===== src/rtl/aidt_pkg.sv =====
// Shared types, constants and helpers for the aging identifier table.
// Used by the top level and the testbench; depends on nothing.
package aidt_pkg;

    // Table geometry
    localparam int ENTRIES = 16;
    localparam int IDX_W   = $clog2(ENTRIES);
    localparam int CNT_W   = $clog2(ENTRIES + 1);

    // Field widths
    localparam int ID_W    = 22;
    localparam int STAMP_W = 32;
    localparam int HITS_W  = 8;
    localparam int OUT_W   = 5;

    // Operation codes
    localparam logic [1:0] OP_RECORD = 2'd0;
    localparam logic [1:0] OP_EXPIRE = 2'd1;
    localparam logic [1:0] OP_TICK   = 2'd2;
    localparam logic [1:0] OP_CLEAR  = 2'd3;

    // Result status codes
    localparam logic [2:0] ST_HIT      = 3'd0;
    localparam logic [2:0] ST_INSERTED = 3'd1;
    localparam logic [2:0] ST_FULL     = 3'd2;
    localparam logic [2:0] ST_EXPIRED  = 3'd3;
    localparam logic [2:0] ST_TICKED   = 3'd4;
    localparam logic [2:0] ST_CLEARED  = 3'd5;

    // Configuration register indexes
    localparam int CFG_IDX_W = 1;
    localparam int CFG_DATA_W = 32;
    localparam logic [CFG_IDX_W-1:0] REG_EXPIRE_AGE = 1'd0;
    localparam logic [CFG_IDX_W-1:0] REG_KEEP_HITS  = 1'd1;

    localparam logic [STAMP_W-1:0] EXPIRE_AGE_RST = 32'd300;
    localparam logic [HITS_W-1:0]  KEEP_HITS_RST  = 8'd5;
    localparam logic [HITS_W-1:0]  HITS_MAX       = 8'd255;

    typedef struct packed {
        logic [1:0]      op;
        logic [ID_W-1:0] ident;
    } in_item_t;

    typedef struct packed {
        logic [2:0]        status;
        logic [HITS_W-1:0] hits;
        logic [OUT_W-1:0]  removed;
        logic [OUT_W-1:0]  occupancy;
    } out_item_t;

    // One table slot as stored in RAM
    typedef struct packed {
        logic [ID_W-1:0]    ident;
        logic [STAMP_W-1:0] stamp;
        logic [HITS_W-1:0]  hits;
    } entry_t;

    // Clamp an entry count to the 5-bit result fields
    function automatic logic [OUT_W-1:0] sat_cnt(input logic [CNT_W-1:0] v);
        if (int'(v) > 31)
            return 5'd31;
        else
            return OUT_W'(v);
    endfunction

endpackage


===== src/rtl/aging_id_table_with_hit_count_unit.sv =====
// Top level of the aging identifier table with hit counts.
// Depends on aidt_pkg and aidt_ram.
//
// Usage:
//   Input channel (in_valid / in_stall / in_item) carries one operation per
//   item: record an identifier, expire old entries, advance the tick counter
//   or clear the table. Output channel (out_valid / out_stall / out_item)
//   returns exactly one result item per operation, in order.
//   Record and expire sweep the table one slot per cycle through the single
//   read port of the slot RAM, then record writes the hit or new entry;
//   tick and clear skip the sweep and go straight to the output stage.
//   The block takes one item at a time; in_stall is high while an item is
//   being worked on, until its result is loaded into the output register.
//   A finished result waits in the output register while the next item is
//   accepted; if the receiver stalls, the block holds its result and waits
//   before writing the next one.
//   Reset empties the table (valid bits only, no clearing pass), zeroes the
//   tick counter and loads expire_age = 300 and keep_hits = 5.
//   Configuration writes (cfg_we / cfg_index / cfg_data) take effect at once;
//   the user must make them while the block is idle; the block does not enforce it.
module aging_id_table_with_hit_count_unit (
    input  logic                                clk,
    input  logic                                rst_n,
    input  logic                                in_valid,
    output logic                                in_stall,
    input  aidt_pkg::in_item_t                  in_item,
    output logic                                out_valid,
    input  logic                                out_stall,
    output aidt_pkg::out_item_t                 out_item,
    input  logic                                cfg_we,
    input  logic [aidt_pkg::CFG_IDX_W-1:0]      cfg_index,
    input  logic [aidt_pkg::CFG_DATA_W-1:0]     cfg_data
);

    import aidt_pkg::*;

    localparam int SCAN_W = IDX_W + 1;
    localparam logic [SCAN_W-1:0] SCAN_LAST = SCAN_W'(ENTRIES);

    typedef enum logic [1:0] {
        S_IDLE,
        S_SCAN,
        S_WRITE,
        S_EMIT
    } state_t;

    state_t               state_reg, state_next;
    logic [ENTRIES-1:0]   valid_reg, valid_next;
    logic [CNT_W-1:0]     occ_reg, occ_next;
    logic [STAMP_W-1:0]   now_reg, now_next;
    logic [STAMP_W-1:0]   expire_age_reg, expire_age_next;
    logic [HITS_W-1:0]    keep_hits_reg, keep_hits_next;

    logic [1:0]           op_reg, op_next;
    logic [ID_W-1:0]      ident_reg, ident_next;
    logic [SCAN_W-1:0]    cnt_reg, cnt_next;
    logic                 chk_valid_reg, chk_valid_next;
    logic [IDX_W-1:0]     chk_idx_reg, chk_idx_next;
    logic                 found_reg, found_next;
    logic [IDX_W-1:0]     found_idx_reg, found_idx_next;
    logic [HITS_W-1:0]    found_hits_reg, found_hits_next;
    logic                 free_reg, free_next;
    logic [IDX_W-1:0]     free_idx_reg, free_idx_next;

    logic [2:0]           res_status_reg, res_status_next;
    logic [HITS_W-1:0]    res_hits_reg, res_hits_next;
    logic [CNT_W-1:0]     removed_reg, removed_next;

    logic                 out_valid_reg, out_valid_next;
    out_item_t            out_item_reg, out_item_next;

    logic                 ram_we;
    logic [IDX_W-1:0]     ram_waddr;
    entry_t               ram_wdata;
    entry_t               ram_rdata;
    logic [IDX_W-1:0]     ram_raddr;

    logic                 in_take;
    logic [STAMP_W-1:0]   age;
    logic [HITS_W-1:0]    hits_inc;

    aidt_ram #(
        .WIDTH ($bits(entry_t)),
        .DEPTH (ENTRIES)
    ) u_slots (
        .clk   (clk),
        .we    (ram_we),
        .waddr (ram_waddr),
        .wdata (ram_wdata),
        .raddr (ram_raddr),
        .rdata (ram_rdata)
    );

    assign in_stall  = (state_reg != S_IDLE);
    assign in_take   = in_valid && !in_stall;
    assign out_valid = out_valid_reg;
    assign out_item  = out_item_reg;

    // Shared sweep unit: age of the slot under check and saturating hit bump
    assign ram_raddr = cnt_reg[IDX_W-1:0];
    assign age       = now_reg - ram_rdata.stamp;
    assign hits_inc  = (found_hits_reg == HITS_MAX) ? HITS_MAX : found_hits_reg + 8'd1;

    // Sequencer next-state logic
    always_comb
    begin
        state_next      = state_reg;
        valid_next      = valid_reg;
        occ_next        = occ_reg;
        now_next        = now_reg;
        expire_age_next = expire_age_reg;
        keep_hits_next  = keep_hits_reg;
        op_next         = op_reg;
        ident_next      = ident_reg;
        cnt_next        = cnt_reg;
        chk_valid_next  = 1'b0;
        chk_idx_next    = chk_idx_reg;
        found_next      = found_reg;
        found_idx_next  = found_idx_reg;
        found_hits_next = found_hits_reg;
        free_next       = free_reg;
        free_idx_next   = free_idx_reg;
        res_status_next = res_status_reg;
        res_hits_next   = res_hits_reg;
        removed_next    = removed_reg;
        out_valid_next  = out_valid_reg;
        out_item_next   = out_item_reg;
        ram_we          = 1'b0;
        ram_waddr       = found_idx_reg;
        ram_wdata       = '0;

        // Register writes
        if (cfg_we)
        begin
            unique case (cfg_index)
                REG_EXPIRE_AGE: expire_age_next = cfg_data;
                REG_KEEP_HITS:  keep_hits_next  = cfg_data[HITS_W-1:0];
                default: ;
            endcase
        end

        // Drop the result once the receiver takes it
        if (out_valid_reg && !out_stall)
        begin
            out_valid_next = 1'b0;
        end

        unique case (state_reg)
            S_IDLE:
            begin
                if (in_take)
                begin
                    op_next       = in_item.op;
                    ident_next    = in_item.ident;
                    cnt_next      = '0;
                    found_next    = 1'b0;
                    free_next     = 1'b0;
                    removed_next  = '0;
                    res_hits_next = '0;
                    unique case (in_item.op)
                        OP_RECORD, OP_EXPIRE:
                        begin
                            state_next = S_SCAN;
                        end
                        OP_TICK:
                        begin
                            now_next        = now_reg + 32'd1;
                            res_status_next = ST_TICKED;
                            state_next      = S_EMIT;
                        end
                        default:
                        begin
                            removed_next    = occ_reg;
                            valid_next      = '0;
                            occ_next        = '0;
                            res_status_next = ST_CLEARED;
                            state_next      = S_EMIT;
                        end
                    endcase
                end
            end

            S_SCAN:
            begin
                // Issue the next slot read
                if (cnt_reg != SCAN_LAST)
                begin
                    chk_valid_next = 1'b1;
                    chk_idx_next   = cnt_reg[IDX_W-1:0];
                    cnt_next       = cnt_reg + SCAN_W'(1);
                end
                // Check the slot whose data just came back
                if (chk_valid_reg)
                begin
                    if (op_reg == OP_RECORD)
                    begin
                        if (valid_reg[chk_idx_reg])
                        begin
                            if (!found_reg && ram_rdata.ident == ident_reg)
                            begin
                                found_next      = 1'b1;
                                found_idx_next  = chk_idx_reg;
                                found_hits_next = ram_rdata.hits;
                            end
                        end
                        else if (!free_reg)
                        begin
                            free_next     = 1'b1;
                            free_idx_next = chk_idx_reg;
                        end
                    end
                    else if (valid_reg[chk_idx_reg] && age > expire_age_reg
                             && ram_rdata.hits < keep_hits_reg)
                    begin
                        valid_next[chk_idx_reg] = 1'b0;
                        occ_next     = occ_reg - CNT_W'(1);
                        removed_next = removed_reg + CNT_W'(1);
                    end
                end
                if (cnt_reg == SCAN_LAST)
                begin
                    if (op_reg == OP_RECORD)
                    begin
                        state_next = S_WRITE;
                    end
                    else
                    begin
                        res_status_next = ST_EXPIRED;
                        state_next      = S_EMIT;
                    end
                end
            end

            S_WRITE:
            begin
                // Refresh a hit, insert a miss, or report full
                if (found_reg)
                begin
                    ram_we          = 1'b1;
                    ram_waddr       = found_idx_reg;
                    ram_wdata       = '{ident: ident_reg, stamp: now_reg, hits: hits_inc};
                    res_hits_next   = hits_inc;
                    res_status_next = ST_HIT;
                end
                else if (free_reg)
                begin
                    ram_we                   = 1'b1;
                    ram_waddr                = free_idx_reg;
                    ram_wdata                = '{ident: ident_reg, stamp: now_reg, hits: '0};
                    valid_next[free_idx_reg] = 1'b1;
                    occ_next                 = occ_reg + CNT_W'(1);
                    res_status_next          = ST_INSERTED;
                end
                else
                begin
                    res_status_next = ST_FULL;
                end
                state_next = S_EMIT;
            end

            S_EMIT:
            begin
                // Load the output register once it is free
                if (!out_valid_reg || !out_stall)
                begin
                    out_valid_next          = 1'b1;
                    out_item_next.status    = res_status_reg;
                    out_item_next.hits      = res_hits_reg;
                    out_item_next.removed   = sat_cnt(removed_reg);
                    out_item_next.occupancy = sat_cnt(occ_reg);
                    state_next              = S_IDLE;
                end
            end

            default:
            begin
                state_next = S_IDLE;
            end
        endcase
    end

    // State and registered outputs
    always_ff @(posedge clk or negedge rst_n)
    begin
        if (!rst_n)
        begin
            state_reg      <= S_IDLE;
            valid_reg      <= '0;
            occ_reg        <= '0;
            now_reg        <= '0;
            expire_age_reg <= EXPIRE_AGE_RST;
            keep_hits_reg  <= KEEP_HITS_RST;
            cnt_reg        <= '0;
            chk_valid_reg  <= 1'b0;
            found_reg      <= 1'b0;
            free_reg       <= 1'b0;
            out_valid_reg  <= 1'b0;
        end
        else
        begin
            state_reg      <= state_next;
            valid_reg      <= valid_next;
            occ_reg        <= occ_next;
            now_reg        <= now_next;
            expire_age_reg <= expire_age_next;
            keep_hits_reg  <= keep_hits_next;
            cnt_reg        <= cnt_next;
            chk_valid_reg  <= chk_valid_next;
            found_reg      <= found_next;
            free_reg       <= free_next;
            out_valid_reg  <= out_valid_next;
        end
    end

    // Payload registers
    always_ff @(posedge clk)
    begin
        op_reg         <= op_next;
        ident_reg      <= ident_next;
        chk_idx_reg    <= chk_idx_next;
        found_idx_reg  <= found_idx_next;
        found_hits_reg <= found_hits_next;
        free_idx_reg   <= free_idx_next;
        res_status_reg <= res_status_next;
        res_hits_reg   <= res_hits_next;
        removed_reg    <= removed_next;
        out_item_reg   <= out_item_next;
    end

`ifndef SYNTHESIS
    a_occ_matches_valid: assert property (@(posedge clk) disable iff (!rst_n)
        occ_reg == CNT_W'($countones(valid_reg)))
        else $error("occupancy count out of step with valid bits");

    a_occ_bounded: assert property (@(posedge clk) disable iff (!rst_n)
        int'(occ_reg) <= ENTRIES)
        else $error("occupancy above table size");

    a_clear_empties: assert property (@(posedge clk) disable iff (!rst_n)
        in_take && in_item.op == OP_CLEAR |=> valid_reg == '0)
        else $error("clear left valid entries");

    a_tick_advances: assert property (@(posedge clk) disable iff (!rst_n)
        in_take && in_item.op == OP_TICK |=> now_reg == $past(now_reg) + 32'd1)
        else $error("tick did not advance time");

    a_check_in_scan: assert property (@(posedge clk) disable iff (!rst_n)
        chk_valid_reg |-> state_reg == S_SCAN)
        else $error("slot check outside the sweep");
`endif

endmodule


===== src/rtl/aidt_ram.sv =====
// Generic single-write, single-read RAM with registered read data.
// Stand-alone; holds the per-slot identifier, stamp and hit count.
module aidt_ram #(
    parameter int WIDTH = 8,
    parameter int DEPTH = 16
) (
    input  logic                     clk,
    input  logic                     we,
    input  logic [$clog2(DEPTH)-1:0] waddr,
    input  logic [WIDTH-1:0]         wdata,
    input  logic [$clog2(DEPTH)-1:0] raddr,
    output logic [WIDTH-1:0]         rdata
);

    logic [WIDTH-1:0] mem [DEPTH];

    // Write port and registered read port
    always_ff @(posedge clk)
    begin
        if (we)
        begin
            mem[waddr] <= wdata;
        end
        rdata <= mem[raddr];
    end

endmodule


===== config.mk =====
export PLATFORM = sky130hd
export DESIGN_NAME = aging_id_table_with_hit_count_unit
export DESIGN_NICKNAME = d
export VERILOG_FILES = /design/src/rtl/aidt_pkg.sv /design/src/rtl/aging_id_table_with_hit_count_unit.sv /design/src/rtl/aidt_ram.sv
export SDC_FILE = /design/constraint.sdc
export NUM_CORES = 1
export LEC_CHECK = 0
export BUFFER_PORTS_ARGS = -buffer_cell sky130_fd_sc_hd__buf_2
export CORE_UTILIZATION = 50
export DETAILED_ROUTE_END_ITERATION = 16
export GPL_ROUTABILITY_DRIVEN = 0
export GPL_TIMING_DRIVEN = 0
export PLACE_DENSITY = 0.68
export SLEW_MARGIN = 25
export SYNTH_ARGS = -nofsm -noshare
export SYNTH_HDL_FRONTEND = slang
export SYNTH_SLANG_ARGS = --single-unit

===== constraint.sdc =====
create_clock -name clk -period 5.3 [get_ports clk]
set_input_delay 1.06 -clock clk [delete_from_list [all_inputs] [get_ports clk]]
set_output_delay 1.06 -clock clk [all_outputs]
set_load 0.005 [all_outputs]

---- Yosys cells after proc, flatten, opt, wreduce, memory -nomap -nowiden ----
Memory sizes are Yosys's and may differ from the RTL's. A register that Yosys moved wholly into a read port is not among the register bits.
Cells that the tools add are included.
word-level totals
  flip-flop bits (word level) ............. 185
  RAM bits ................................ 992
  output and inout port bits .............. 23
  logic and storage cells ................. 180
  memories kept ........................... 1
memory list
  name         depth  width  rd ports  clocked after Yosys merged registers in  write ports  line            text
  u_slots.mem  16     62     1         1                                        1            aidt_ram.sv:15  logic [WIDTH-1:0] mem [DEPTH];
operators by class
  $add $sub $neg .......................... 7
  magnitude comparators ................... 6
  eq/ne operators ......................... 25
  muxes and demuxes ....................... 74
  bitwise operators ....................... 6
  reduce and logical (&&, ||, !) cells .... 37
operators with widths
  kind                                                        number
  two-way mux 62 bit                                          3
  two-way mux 16 bit                                          7
  two-way mux 5 bit                                           14
  case mux 16 bit (3 select lines)                            1
  adder 32 x 1 -> 32 bit, second input constant               1
  greater-than comparator 32 bit                              1
  != test 2 bit, second input constant                        16
  subtractor 32 bit                                           1
  AND reduction 5 bit                                         5
  two-way mux 8 bit                                           3
  == test 22 bit                                              1
  two-way mux 1 bit                                           22
  case mux 5 bit (2 select lines)                             2
  bitwise AND 16 bit                                          1
  inverter 16 bit                                             1
  bitwise OR 16 bit                                           1
  case mux 8 bit (2 select lines)                             1
  adder 5 x 1 -> 5 bit, second input constant                 3
  case mux 5 bit (3 select lines)                             1
  two-way mux 2 bit                                           6
  two-way mux 4 bit                                           3
  AND reduction 3 bit                                         4
  less-than comparator 4 x 5 -> 1 bit, second input constant  2
  AND reduction 2 bit                                         5
  27 further kinds                                            50

---- Logic depth before layout (Yosys ltp) ----
Gate-level depths: netlist of run 1.
  depth in word-level cells ............... 10
  mapped depth ............................ 22
  mapped depth without buffers ............ 21

---- Cells and area by module ----
From an unflattened synthesis of run 1, not the netlist that was laid out.
second synthesis, totals
  cell total of the unflattened synthesis .. 2695
  area, all modules ....................... 49308.5 um^2
by module, submodules not included
  module                              instances  cells an instance  area each (um^2)  sequential area each (um^2)
  aidt_ram                            1          1598               38331.8           31029.8
  aging_id_table_with_hit_count_unit  1          1097               10976.8           5042.3

---- Least setup slack after synthesis of run 1 ----
OpenSTA, ideal clock, no wires.
  path kind ............................... register -> register
  from .................................... reg state_reg[0]
  to ...................................... mem u_slots.mem[14][0] (netlist name), enable pin
  arrival ................................. 4.446 ns
  data required time ...................... 4.818 ns
  setup slack ............................. 0.372 ns
  cell stages (with the launch flop) ...... 11
  period minus slack after synthesis ...... 4.928 ns
  cell sequence ........................... dfrtp_1 > inv_1 > ha_1 > clkbuf_1 > inv_1 > nor3_1 > clkbuf_1 > nand2_1 > o21ai_0 > nand2_1 > nor2_1
on the way
  word-level cells in the longest chain between the ends .. 4
  elaborated cells between the ends (all ways) .. 5
RTL lines
  what                                     line                                       text
  start, declared                          aging_id_table_with_hit_count_unit.sv:47   state_t state_reg, state_next;
  start signal, assigned                   aging_id_table_with_hit_count_unit.sv:301  state_reg <= state_next;
  == test 2 bit (*)                        aging_id_table_with_hit_count_unit.sv:148  unique case (state_reg)
  two-way mux 1 bit                        aging_id_table_with_hit_count_unit.sv:148
  two-way mux 1 bit                        aidt_ram.sv:20                             if (we)
  two-way mux 1 bit (not written as such)  aidt_ram.sv:22                             mem[waddr] <= wdata;
  end, declared                            aidt_ram.sv:15
Mark *: on every way between the ends. The rest lies on a longest branch, timed or not.

---- Worst setup path in the final report of run 1 ----
  from .................................... reg now_reg[14]
  to ...................................... reg occ_reg[4]
on the way
  word-level cells in the longest chain between the ends .. 6
RTL lines
  what                            line                                       text
  start, declared                 aging_id_table_with_hit_count_unit.sv:50   logic [STAMP_W-1:0] now_reg, now_next;
  start signal, assigned          aging_id_table_with_hit_count_unit.sv:304  now_reg <= now_next;
  subtractor 32 bit               aging_id_table_with_hit_count_unit.sv:101  assign age = now_reg - ram_rdata.stamp;
  greater-than comparator 32 bit  aging_id_table_with_hit_count_unit.sv:212  else if (valid_reg[chk_idx_reg] && age > expire_age_reg
  logical AND 1 bit               aging_id_table_with_hit_count_unit.sv:212
  logical AND 1 bit               aging_id_table_with_hit_count_unit.sv:213  && ram_rdata.hits < keep_hits_reg)
  != test 2 bit (no line)         n/a
  AND reduction 8 bit (no line)   n/a
  end signal, assigned            aging_id_table_with_hit_count_unit.sv:303  occ_reg <= occ_next;
  end, declared                   aging_id_table_with_hit_count_unit.sv:49   logic [CNT_W-1:0] occ_reg, occ_next;
Every way passes these cells.
A chain may end at the register's enable or synchronous reset.

==> results.tsv, run 1 <==
stage	metric	value	unit
logic_synthesis	ys_dominant_reg_cell	edfxtp_1	
floorplan	core_area	98400	µm²
drt	wl_met1	48200	µm
finish	final_net_count	3036	
drt	dr_wl_met2	60200	µm
worst_setup_path	max_stage_delay	0.43	ns
logic_synthesis	syn_nets	2756	
finish	final_area	57900	µm²
floorplan	die_h	317	µm
worst_setup_path	required	5.91	ns
worst_setup_path	crit_chain	ha_1, buf_2, a21oi_1, o21ai_0, a221oi_1, nor2b_1, or3_1, nand2_1, o21ai_0, xor2_1, ha_1, nand4_1, nor2_2, and3_2, a31oi_2, o211ai_2, a221oi_4, buf_6, buf_6, a21oi_1, o22ai_1	
timing	rsz0062_at_grt	no	
pwr	power_per_cell_area	432	nW/µm²
drt	wirelength	121000	µm
global_route	grt_pass1_vias	26900	
logic_synthesis	syn-mean-instance-area	19.1	µm²
pwr	power_leakage	0.0218	µW
drt	wl_per_cell	28.4	µm
run	drv_cap	0	
drt	first_iter_violations	3048	
drt	ant_nets	0	
cts	clkSinkCount	1239	
global_route	grt_overflow_total	0	
floorplan	dieArea	101000	µm²
cts	cts_htree_levels	3	
finish	largest_register	u_slots.mem	
cts	cts_buffers	118	
pwr	peakVddDrop	0.000251	V
floorplan	die_x	317	µm
logic_synthesis	netlist_area	49700	µm²
drt	highest_layer	met4	
cts	clock_latency	0.72	ns
cts	clock_path_buffers	3	
finish	area_growth	16.4	%
timing	max_slew.worst_pin.slew	1.08	ns
finish	largest_reg_flops	992	
timing	finalCritPeriodShare	95.1	%
worst_setup_path	arrival	5.65	ns
finish	final_common_cell	edfxtp_1	
floorplan	ios	85	
timing	period_minus_slack	5.04	ns
timing	slew_violations	0	
placed_design	post-dp-hpwl	79700	µm
hold_path	hp-class	in -> async	
floorplan	start_util	50.5	%
cts	cts_tree	done	
logic_synthesis	ys_ff_latch	1239	
logic_synthesis	ys_async_sr_fraction	8.39	%
drt	wl_met3	9790	µm
outcome	status	completed	
global_route	antenna_found_initial	1	
logic_synthesis	synth_cells	2610	
cts	clk_pin_slew_worst_paths	0.06	ns
finish	antenna_cells	0	
timing	clock-skew-final	0.0287	ns
drt	drc	0	
worst_setup_path	cp_max_fo	10	
logic_synthesis	yosysSeqAreaShare	72.5	%
worst_setup_path	crit_path_end_kind	register	
global_route	grt_use_total	24.6	%
worst_setup_path	crit_type	reg -> reg	
placed_design	dpl_cell_area	53700	µm²
drt	vias	26200	
drt	first_pass_iters	6	
worst_setup_path	startpoint_type	register	
cts	clockRootBuffer	clkbuf_16	
finish	top_regs	u_slots.mem: 992 flops, u_slots.rdata: 62 flops	
finish	utilization	58.8	%
global_route	grt_pass1_wl	178000	µm
finish	drive_gt1_share	25.7	%
global_route	grt_max_degree	56	
timing	fmax	0.198	GHz
timing	finalSetupViolCount	0	
logic_synthesis	ys_types	77	
logic_synthesis	synth_edf_count	1073	
finish	mostFrequentLayoutCells	edfxtp_1 (1073), mux4_2 (314), clkbuf_16 (120)	
drt	viasPerCell	6.12	
worst_setup_path	cpMaxStageDelayCell	dfrtp_1	
floorplan	rows	115	
timing	relSlewSlack	27.5	%
placed_design	port_buffers	84	
logic_synthesis	yosys_warnings	0	
timing	finalHoldViolCount	0	
==> final cells by class <==
class	instances	area (µm²)
repair buffers	161	2210
inverters	95	357
clock buffers	148	3170
plain buffers	114	507
flip-flops and latches	1239	36100
multi-input cells	1161	13000
fillers	6971	40500
clock inverters	73	930
well taps	1287	1610
==> Yosys cell counts (4+ instances only) <==
library cell  instances  share of area (%)
a211oi_1              8               0.12
a21o_1               33               0.50
a21oi_1              75               0.75
a22o_1                4              0.070
a31oi_1              28               0.35
and2_1               65               0.82
and3_1               20               0.25
buf_1                11              0.083
buf_2                25               0.25
clkbuf_1             74               0.56
dfrtp_1              98                4.9
dfstp_2               6               0.32
dfxtp_1              62                2.5
edfxtp_1           1073                 65
ha_1                 82                2.1
inv_1                95               0.72
mux2_2               12               0.27
mux2i_1               4              0.081
mux4_2              314                 14
nand2_1             105               0.79
nand2b_1             11               0.14
nand3_1              26               0.26
nand3b_1              4              0.060
nand4_1              24               0.30
nor2_1               63               0.48
nor2b_1              17               0.21
nor3_1               12               0.12
nor3b_1               4              0.060
nor4_1                7              0.088
o21a_1                7               0.11
o21ai_0              84               0.85
o21ai_1               6              0.060
or2_2                 4              0.050
or3_1                 4              0.050
xnor2_1              50               0.88
xor2_1               38               0.67
==> kinds of logic (layout without fill, tap and decap cells) <==
logic type | count (synthesis) | in the layout | share of synthesized area, %
DFF | 1239 | 1239 | 72.5
and+or+nand+nor | 383 | 383 | 4.07
muxes | 330 | 330 | 14.6
AOI/OAI and AO/OA | 275 | 275 | 3.40
buffers and inverters | 210 | 591 | 1.71
xor gates and xnor gates | 89 | 89 | 1.58
adders and majority gates | 84 | 84 | 2.14
==> routing by layer <==
metal,vias to the layer above,GRT usage (%)
met5,-,0
met4,0,7.45
met3,197,3.85
met2,1370,40.7
met1,13600,33.8
li1,11000,-
==> metrics by stage <==
| step | hold WS [ns] | cells | total power, µW | setup slack, ns | setup TNS [ns] |
|---|---|---|---|---|---|
| 6_report | 0.296 | 4278 | 25000 | 0.258 | 0 |
| 3_3_place_gp | 0.403 | 3981 | 16100 | -4.53 | -4180.36 |
| 5_1_grt | 0.335 | 4278 | 25900 | 0.00766 | 0 |
| 4_1_cts | 0.300 | 4277 | 25100 | 0.0184 | 0 |
| 2_1_floorplan | 0.400 | 2610 | 14700 | 0.372 | 0 |
| 3_5_place_dp | 0.405 | 4054 | 16300 | -0.177 | -2.26 |
==> critical path: cells and delay by family, from the launching register on <==
family / cells / cell delay, ns
xor+xnor: 1 / 0.35
flops: 1 / 0.43
simple gates: 6 / 1.17
compound gates: 9 / 1.88
fa+ha+maj: 2 / 0.63
buf+inv: 3 / 0.49
==> final timing paths <==
check	from	to	slack, ns	depth (start not counted)
max	now_reg[14]	occ_reg[4]	0.26	21
min	rst_n	occ_reg[0]	0.30	1
max reg2reg	now_reg[14]	occ_reg[4]	0.26	21
min reg2reg	res_hits_reg[5]	out_item[15]	0.42	0
max in group asynchronous	rst_n	now_reg[31]	4.33	2
min in group clk	res_hits_reg[5]	out_item[15]	0.42	0
==> power by group <==
group | switching [µW] | total [µW] | internal [µW]
Combinational | 2770 | 4730 | 1970
Clock | 3590 | 8840 | 5250
Sequential | 295 | 11400 | 11100
==> timing repair <==
item / in CTS / in global routing
setup buffers: 2 / 2
pin swaps: 2 / 9
gates resized for setup: 3 / 11
hold buffers: 0 / 0
setup endpoints to repair: 26 / 26
No activity file was read; power rests on OpenSTA's default activity.
==> run 2: changes to the inputs <==
BUFFER_PORTS_ARGS = -buffer_cell sky130_fd_sc_hd__clkbuf_2   (was -buffer_cell sky130_fd_sc_hd__buf_2)
CTS_CLUSTER_SIZE = 30   (was default)
==> run 2 against run 1 <==
Sequential power hardly changed. Largest cell class unchanged. Non-clock buffer count grew 15. Sequential share of layout area decreased by 0.20 points. Die area did not move. Critical endpoint is now valid_reg[1].
==> results.tsv, run 2 (synthesis gave the netlist of run 1 again) <==
stage	metric	value	unit	change
timing	finalHoldViolCount	0		unchanged
global_route	grt_pass1_vias	27200		+1.2%
finish	antenna_cells	0		unchanged
worst_setup_path	startpoint_type	register		
worst_setup_path	crit_type	reg -> reg		
timing	relSlewSlack	25.5	%	-2.0 points
timing	tns	0	ns	unchanged
timing	period_minus_slack	5.17	ns	+0.125 ns
floorplan	start_util	50.5	%	unchanged
global_route	grt_max_degree	56		unchanged
cts	cts_htree_levels	3		unchanged
timing	finalCritPeriodShare	97.5	%	+2.4 points
placed_design	post-dp-hpwl	81200	µm	+1.9%
finish	top_regs	u_slots.mem: 992 flops, u_slots.rdata: 62 flops		
worst_setup_path	arrival	5.81	ns	+0.16 ns
hold_path	hp-class	in -> async		
pwr	power_per_cell_area	427	nW/µm²	-1.0%
timing	slew_violations	0		unchanged
worst_setup_path	required	5.94	ns	+0.03 ns
finish	fillers	6934		-0.53%
timing	final.setup.worst_slack	0.133	ns	-0.125 ns
drt	ant_nets	0		unchanged
placed_design	dpl_worst_slack	-0.152	ns	+0.0248 ns
floorplan	rows	115		unchanged
worst_setup_path	cp_max_fo	6		-4
finish	final_common_cell	edfxtp_1		
pwr	peakVddDrop	0.000312	V	+24%
cts	clockRootBuffer	clkbuf_16		
finish	largest_reg_flops	992		unchanged
worst_setup_path	crit_path_end_kind	register		
cts	cts_tree	done		
floorplan	ios	85		unchanged
timing	clock-skew-final	0.0576	ns	+0.0289 ns
global_route	antenna_found_initial	2		+1
finish	mostFrequentLayoutCells	edfxtp_1 (1073), mux4_2 (314), clkbuf_16 (122)		
global_route	grt_use_total	24.5	%	-0.048 points
floorplan	dieArea	101000	µm²	unchanged
drt	drc	0		unchanged
cts	cts_buffers	119		+0.85%
cts	clk_pin_slew_worst_paths	0.06	ns	about the same
timing	fin_hold_ws	0.286	ns	-0.00948 ns
placed_design	dp.cells	4061		+0.17%
global_route	grt_overflow_total	0		unchanged
floorplan	die_x	317	µm	unchanged
timing	finalSetupViolCount	0		unchanged
timing	max_slew.worst_pin.slew	1.11	ns	+0.0291 ns
outcome	status	completed		
timing	fmax	0.194	GHz	-2.4%
drt	wirelength	121000	µm	-0.15%
placed_design	port_buffers	84		unchanged
pwr	power_leakage	0.0219	µW	+0.50%
finish	final_net_count	3052		+0.53%
cts	clock_path_buffers	3		unchanged
drt	vias	26300		+0.49%
floorplan	core_area	98400	µm²	unchanged
drt	viasPerCell	6.12		about the same
drt	wl_per_cell	28.2	µm	-0.61%
drt	first_iter_violations	3247		+6.5%
floorplan	die_h	317	µm	unchanged
drt	first_pass_iters	10		+4
run	drv_cap	0		unchanged
finish	drive_gt1_share	26.0	%	+0.33 points
finish	instances_no_fill	4298		+0.47%
finish	regArea	36100	µm²	unchanged
cts	clock_latency	0.74	ns	+0.02 ns
finish	multi_input_area	13000	µm²	about the same
cts	clkSinkCount	1239		unchanged
finish	largest_register	u_slots.mem		
finish	area_growth	16.7	%	
global_route	grt_pass1_wl	178000	µm	-0.10%
-- run 2: changes by cell type in the layout (fill, tap and decap cells not counted), sizes merged --
cell,delta
buf,-72
bufinv,-9
clkbuf,+110
clkinv,-12
clkinvlp,+3
-- run 2: cell type report --
type / instances / area share (%)
Multi-Input combinational cell: 1161 / 22.4
Tap cell: 1287 / 2.77
Timing Repair Buffer: 175 / 4.27
Clock buffer: 171 / 5.82
Sequential cell: 1239 / 62.1
Buffer: 115 / 0.881
Inverter: 95 / 0.614
Clock inverter: 55 / 1.09
-- run 2: worst paths after layout --
path / to / startpoint / cells after the start / slack, ns
worst max-delay path: valid_reg[1] / now_reg[0] / 24 / 0.13
max in group asynchronous: now_reg[29] / rst_n / 2 / 4.33
worst min register to register: out_item[15] / res_hits_reg[5] / 0 / 0.42
min in group clk: out_item[15] / res_hits_reg[5] / 0 / 0.42
worst min-delay path: valid_reg[12] / rst_n / 1 / 0.29
worst max register to register: valid_reg[1] / now_reg[0] / 24 / 0.13
-- run 2: per-stage QoR --
step	instance area [µm²]	power [µW]	util, %
detailed placement	53900	16300	54.8
global route	58100	25700	59.0
finish	58100	24800	59.0
global placement	51800	16100	52.6
floorplan	49700	14700	-
CTS	57900	24900	58.9
-- run 2: worst max-delay path, stage by stage, from the launching register on --
cell and delay [ns]:
dfrtp_1 0.41, inv_2 0.09, ha_1 0.16, inv_1 0.05, fa_1 0.40, a21o_1 0.18
a21oi_2 0.18, o21ai_2 0.10, a31o_2 0.28, buf_4 0.15, a21oi_4 0.22, nor3_1 0.10
or4_1 0.53, nand3_1 0.20, ha_1 0.30, nand4_1 0.12, nor2_1 0.07, and3_2 0.26
a31oi_2 0.22, o211ai_2 0.14, a221oi_4 0.31, buf_6 0.17, buf_4 0.11, a31oi_1 0.09
a21oi_1 0.21
-- run 2: power breakdown --
part / internal (µW) / switching (µW) / total (µW)
combinational: 1980 / 2790 / 4760
clock: 5010 / 3610 / 8630
sequential: 11100 / 301 / 11400
-- run 2: routing by layer --
metal  vias up  global-route usage [%]  wire length (µm)
met4         0                    7.49              3100
met1     13800                    33.0             48300
met3       193                    3.89              9090
li1      11000                       -                 -
met5         -                       0                 0
met2      1253                    41.3             60700
-- run 2: what timing repair did --
| action | in CTS | in global routing |
|---|---|---|
| pin swaps | 3 | 9 |
| setup buffers | 1 | 9 |
| cloned | 0 | 1 |
| hold buffers | 0 | 0 |
| setup endpoints to repair | 25 | 26 |
| resized for setup | 2 | 11 |
==> run 3: changes to the inputs <==
ABC_AREA = 1   (was default)
==> run 3 against run 2 <==
Critical path depth grew 2. Global-route usage grew 2.2 points. Total power grew 22%. Die area grew 2.7%. Fmax grew 5.2%. Non-clock buffer count grew 82. Critical path type unchanged. Largest power group unchanged.
==> results.tsv, run 3 <==
stage	metric	value	unit	change
drt	wirelength	139000	µm	+15%
pwr	power_per_cell_area	515	nW/µm²	+21%
worst_setup_path	crit_path_end_kind	register		
global_route	grt_max_degree	73		+30%
logic_synthesis	synth_area_leaders	edfxtp_1 (63%), o21ai_0 (5.7%), nor2_1 (5.1%)		
global_route	grt_overflow_total	0		unchanged
pwr	power.net_switching	10700	µW	+60%
outcome	status	completed		
floorplan	core_area	101000	µm²	+2.3%
floorplan	die_x	322	µm	+1.3%
logic_synthesis	ys_types	50		-35%
global_route	grt_pass1_wl	207000	µm	+16%
worst_setup_path	max_stage_delay	0.39	ns	-0.14 ns
logic_synthesis	ys_async_sr_fraction	8.39	%	unchanged
finish	fillers	8040		+16%
worst_setup_path	arrival	5.28	ns	-0.53 ns
pwr	switching_share	35.4	%	+8.3 points
logic_synthesis	syn_nets	4418		+60%
logic_synthesis	synth_top_cells_by_count	edfxtp_1 (1073), nor2_1 (696), o21ai_0 (582), nand2_1 (418), inv_1 (257)		
logic_synthesis	yosysMostFrequentCell	edfxtp_1		
drt	wl_per_cell	23.2	µm	-18%
worst_setup_path	cp_max_fo	10		+4
cts	clock_latency	0.73	ns	about the same
cts	cts_buffers	120		+0.84%
run	drv_cap	0		unchanged
logic_synthesis	synth_cells	4272		+64%
logic_synthesis	ys_dominant_reg_cell	edfxtp_1		
timing	max_slew.worst_pin.slew	1.13	ns	+0.0263 ns
drt	first_pass_iters	5		-5
timing	finalHoldViolCount	0		unchanged
pwr	power_leakage	0.0212	µW	-3.1%
logic_synthesis	syn-mean-instance-area	12.0	µm²	-37%
logic_synthesis	netlist_area	51100	µm²	+2.7%
placed_design	post-dp-hpwl	96900	µm	+19%
global_route	grt_pass1_vias	34000		+25%
placed_design	port_buffers	84		unchanged
worst_setup_path	crit_buf_inv	3		-2
placed_design	dp.cells	5775		+42%
drt	viasPerCell	5.85		-4.4%
finish	area_growth	15.2	%	
drt	vias	35200		+34%
drt	drc	0		unchanged
logic_synthesis	synth_edf_count	1073		unchanged
worst_setup_path	crit_top_cell	nand2_1		
timing	finalCritPeriodShare	92.7	%	-4.8 points
timing	period_minus_slack	4.91	ns	-0.254 ns
timing	clock-skew-final	0.0527	ns	-0.00492 ns
pwr	p_int	19600	µW	+8.4%
logic_synthesis	ys_ff_latch	1239		unchanged
floorplan	rows	116		+0.87%
cts	clock_path_buffers	3		unchanged
finish	instances_no_fill	6008		+40%
global_route	grt_use_total	26.7	%	+2.2 points
timing	slew_violations	0		unchanged
logic_synthesis	yosys_warnings	0		unchanged
finish	mostFrequentLayoutCells	edfxtp_1 (1073), nor2_1 (643), o21ai_0 (582)		
cts	cts_hold_buffers	0		unchanged
pwr	p_seq_share	41.5	%	-4.5 points
cts	cts_resized	0		-2
floorplan	ios	85		unchanged
timing	tns	0	ns	unchanged
finish	final_net_count	4686		+54%
logic_synthesis	synth_largest_area_cell	edfxtp_1		
pwr	peakVddDrop	0.000341	V	+9.5%
floorplan	dieArea	103000	µm²	+2.7%
cts	clkSinkCount	1239		unchanged
finish	largest_register	u_slots.mem		
cts	cts_setup_buffers	0		-1
worst_setup_path	crit_type	reg -> reg		
pwr	combPwrFrac	29.9	%	+11 points
floorplan	die_h	322	µm	+1.3%
drt	first_iter_violations	4334		+33%
worst_setup_path	required	5.67	ns	-0.27 ns
finish	drive_gt1_share	10.1	%	-16 points
timing	fmax	0.204	GHz	+5.2%
cts	clockRootBuffer	clkbuf_16		
timing	relSlewSlack	24.3	%	-1.3 points
floorplan	start_util	50.7	%	+0.18 points
hold_path	hp-class	in -> async		
finish	top_regs	u_slots.mem: 992 flops, u_slots.rdata: 62 flops		
worst_setup_path	cpMaxStageDelayCell	fa_1		
timing	finalSetupViolCount	0		unchanged
global_route	antenna_found_initial	5		+3
finish	final_common_cell	edfxtp_1		
cts	cts_htree_levels	3		unchanged
timing	rsz0062_at_grt	no		
cts	cts_tree	done		
logic_synthesis	yosysSeqAreaShare	70.6	%	-1.9 points
cts	clk_pin_slew_worst_paths	0.06	ns	about the same
worst_setup_path	startpoint_type	register		
drt	ant_nets	0		unchanged
finish	largest_reg_flops	992		unchanged
worst_setup_path	path_delay_family	simple AND/OR/NAND/NOR gates		
logic_synthesis	synth_top_area_share	63.1	%	-1.7 points
pwr	pwr-share-clk	28.5	%	-6.3 points
==> run 3: cell count changes after synthesis, sizes merged, moves of 66 or more <==
cell    change
o221ai    +102
nor2      +643
nand3     +155
nand2     +318
inv       +167
o22ai     +146
clkbuf    +109
and2       -66
mux4      -314
o21ai     +496
==> run 3: cell families after synthesis <==
logic type               share of synthesized area [%]
AO/OA/AOI/OAI                                     11.3
XOR/XNOR                                          1.29
AND/OR/NAND/NOR                                   11.0
flip-flops                                        70.6
buffers and inverters                             3.73
adder cells (fa/ha/maj)                           2.09
==> run 3: stage by stage <==
step	utilization (%)	setup WS [ns]	cell area, µm²	total power (µW)	hold slack (ns)
global placement	52.8	-2.36	53200	21300	0.403
floorplan	-	0.704	51100	18100	0.400
detailed placement	54.3	0.382	54700	21600	0.405
global route	58.4	0.0396	58900	31700	0.262
CTS	58.4	0.388	58800	30200	0.242
finish	58.5	0.387	58900	30300	0.262
==> run 3: worst paths after layout <==
kind	end	depth (start not counted)	slack, ns	start
worst max-delay path	removed_reg[1]	26	0.39	now_reg[0]
worst min-delay path	valid_reg[1]	1	0.26	rst_n
worst max register to register	removed_reg[1]	26	0.39	now_reg[0]
worst min register to register	out_item[12]	0	0.42	res_hits_reg[2]
max in group asynchronous	expire_age_reg[8]	2	4.30	rst_n
min in group clk	out_item[12]	0	0.42	res_hits_reg[2]
==> run 3: final cells by class <==
class	instances	area (µm²)	share of cell area, %
Antenna cell	3	7.51	0.0128
Sequential cell	1239	36100	61.3
Clock inverter	60	657	1.12
Buffer	226	922	1.57
Tap cell	1357	1700	2.88
Multi-Input combinational cell	2544	13400	22.7
Inverter	263	987	1.68
Clock buffer	170	3390	5.76
Timing Repair Buffer	146	1750	2.97
==> run 3: worst register-to-register path: stages (launching register included) <==
cell and delay [ns]:
dfrtp_1 0.38, inv_1 0.17, ha_1 0.18, inv_1 0.06, fa_1 0.39, nand2_1 0.08, nand2_1 0.05, o21ai_0 0.17
nor3_1 0.10, nor2_1 0.31, o21ai_0 0.30, nand3_1 0.18, nand2_1 0.07, nand2_1 0.06, nand2_1 0.07, ha_1 0.29
nand2_1 0.05, nor2_1 0.12, nand4_1 0.16, nor2_1 0.29, nand2_1 0.09, nand2_1 0.13, nand3_2 0.19, nand2_4 0.16
buf_6 0.17, nand2_1 0.06, nor2_1 0.35
==> run 3: power by group through the flow <==
stage | clock network [µW] | registers, µW | logic, µW
floorplan | 0 | 12600 | 5460
global placement | 0 | 12800 | 8430
detailed placement | 0 | 12800 | 8850
CTS | 8730 | 12600 | 8920
global route | 9090 | 12700 | 9930
finish | 8660 | 12600 | 9090
==> run 3: layer usage <==
metal	part of all wire, %	wire [µm]	vias up	global-route usage (%)
met5	0.011	16	-	0
met4	3.5	4850	2	9.94
met2	46	64200	1899	42.3
li1	-	-	15900	-
met1	40	55600	17100	36.1
met3	11	14700	297	5.92
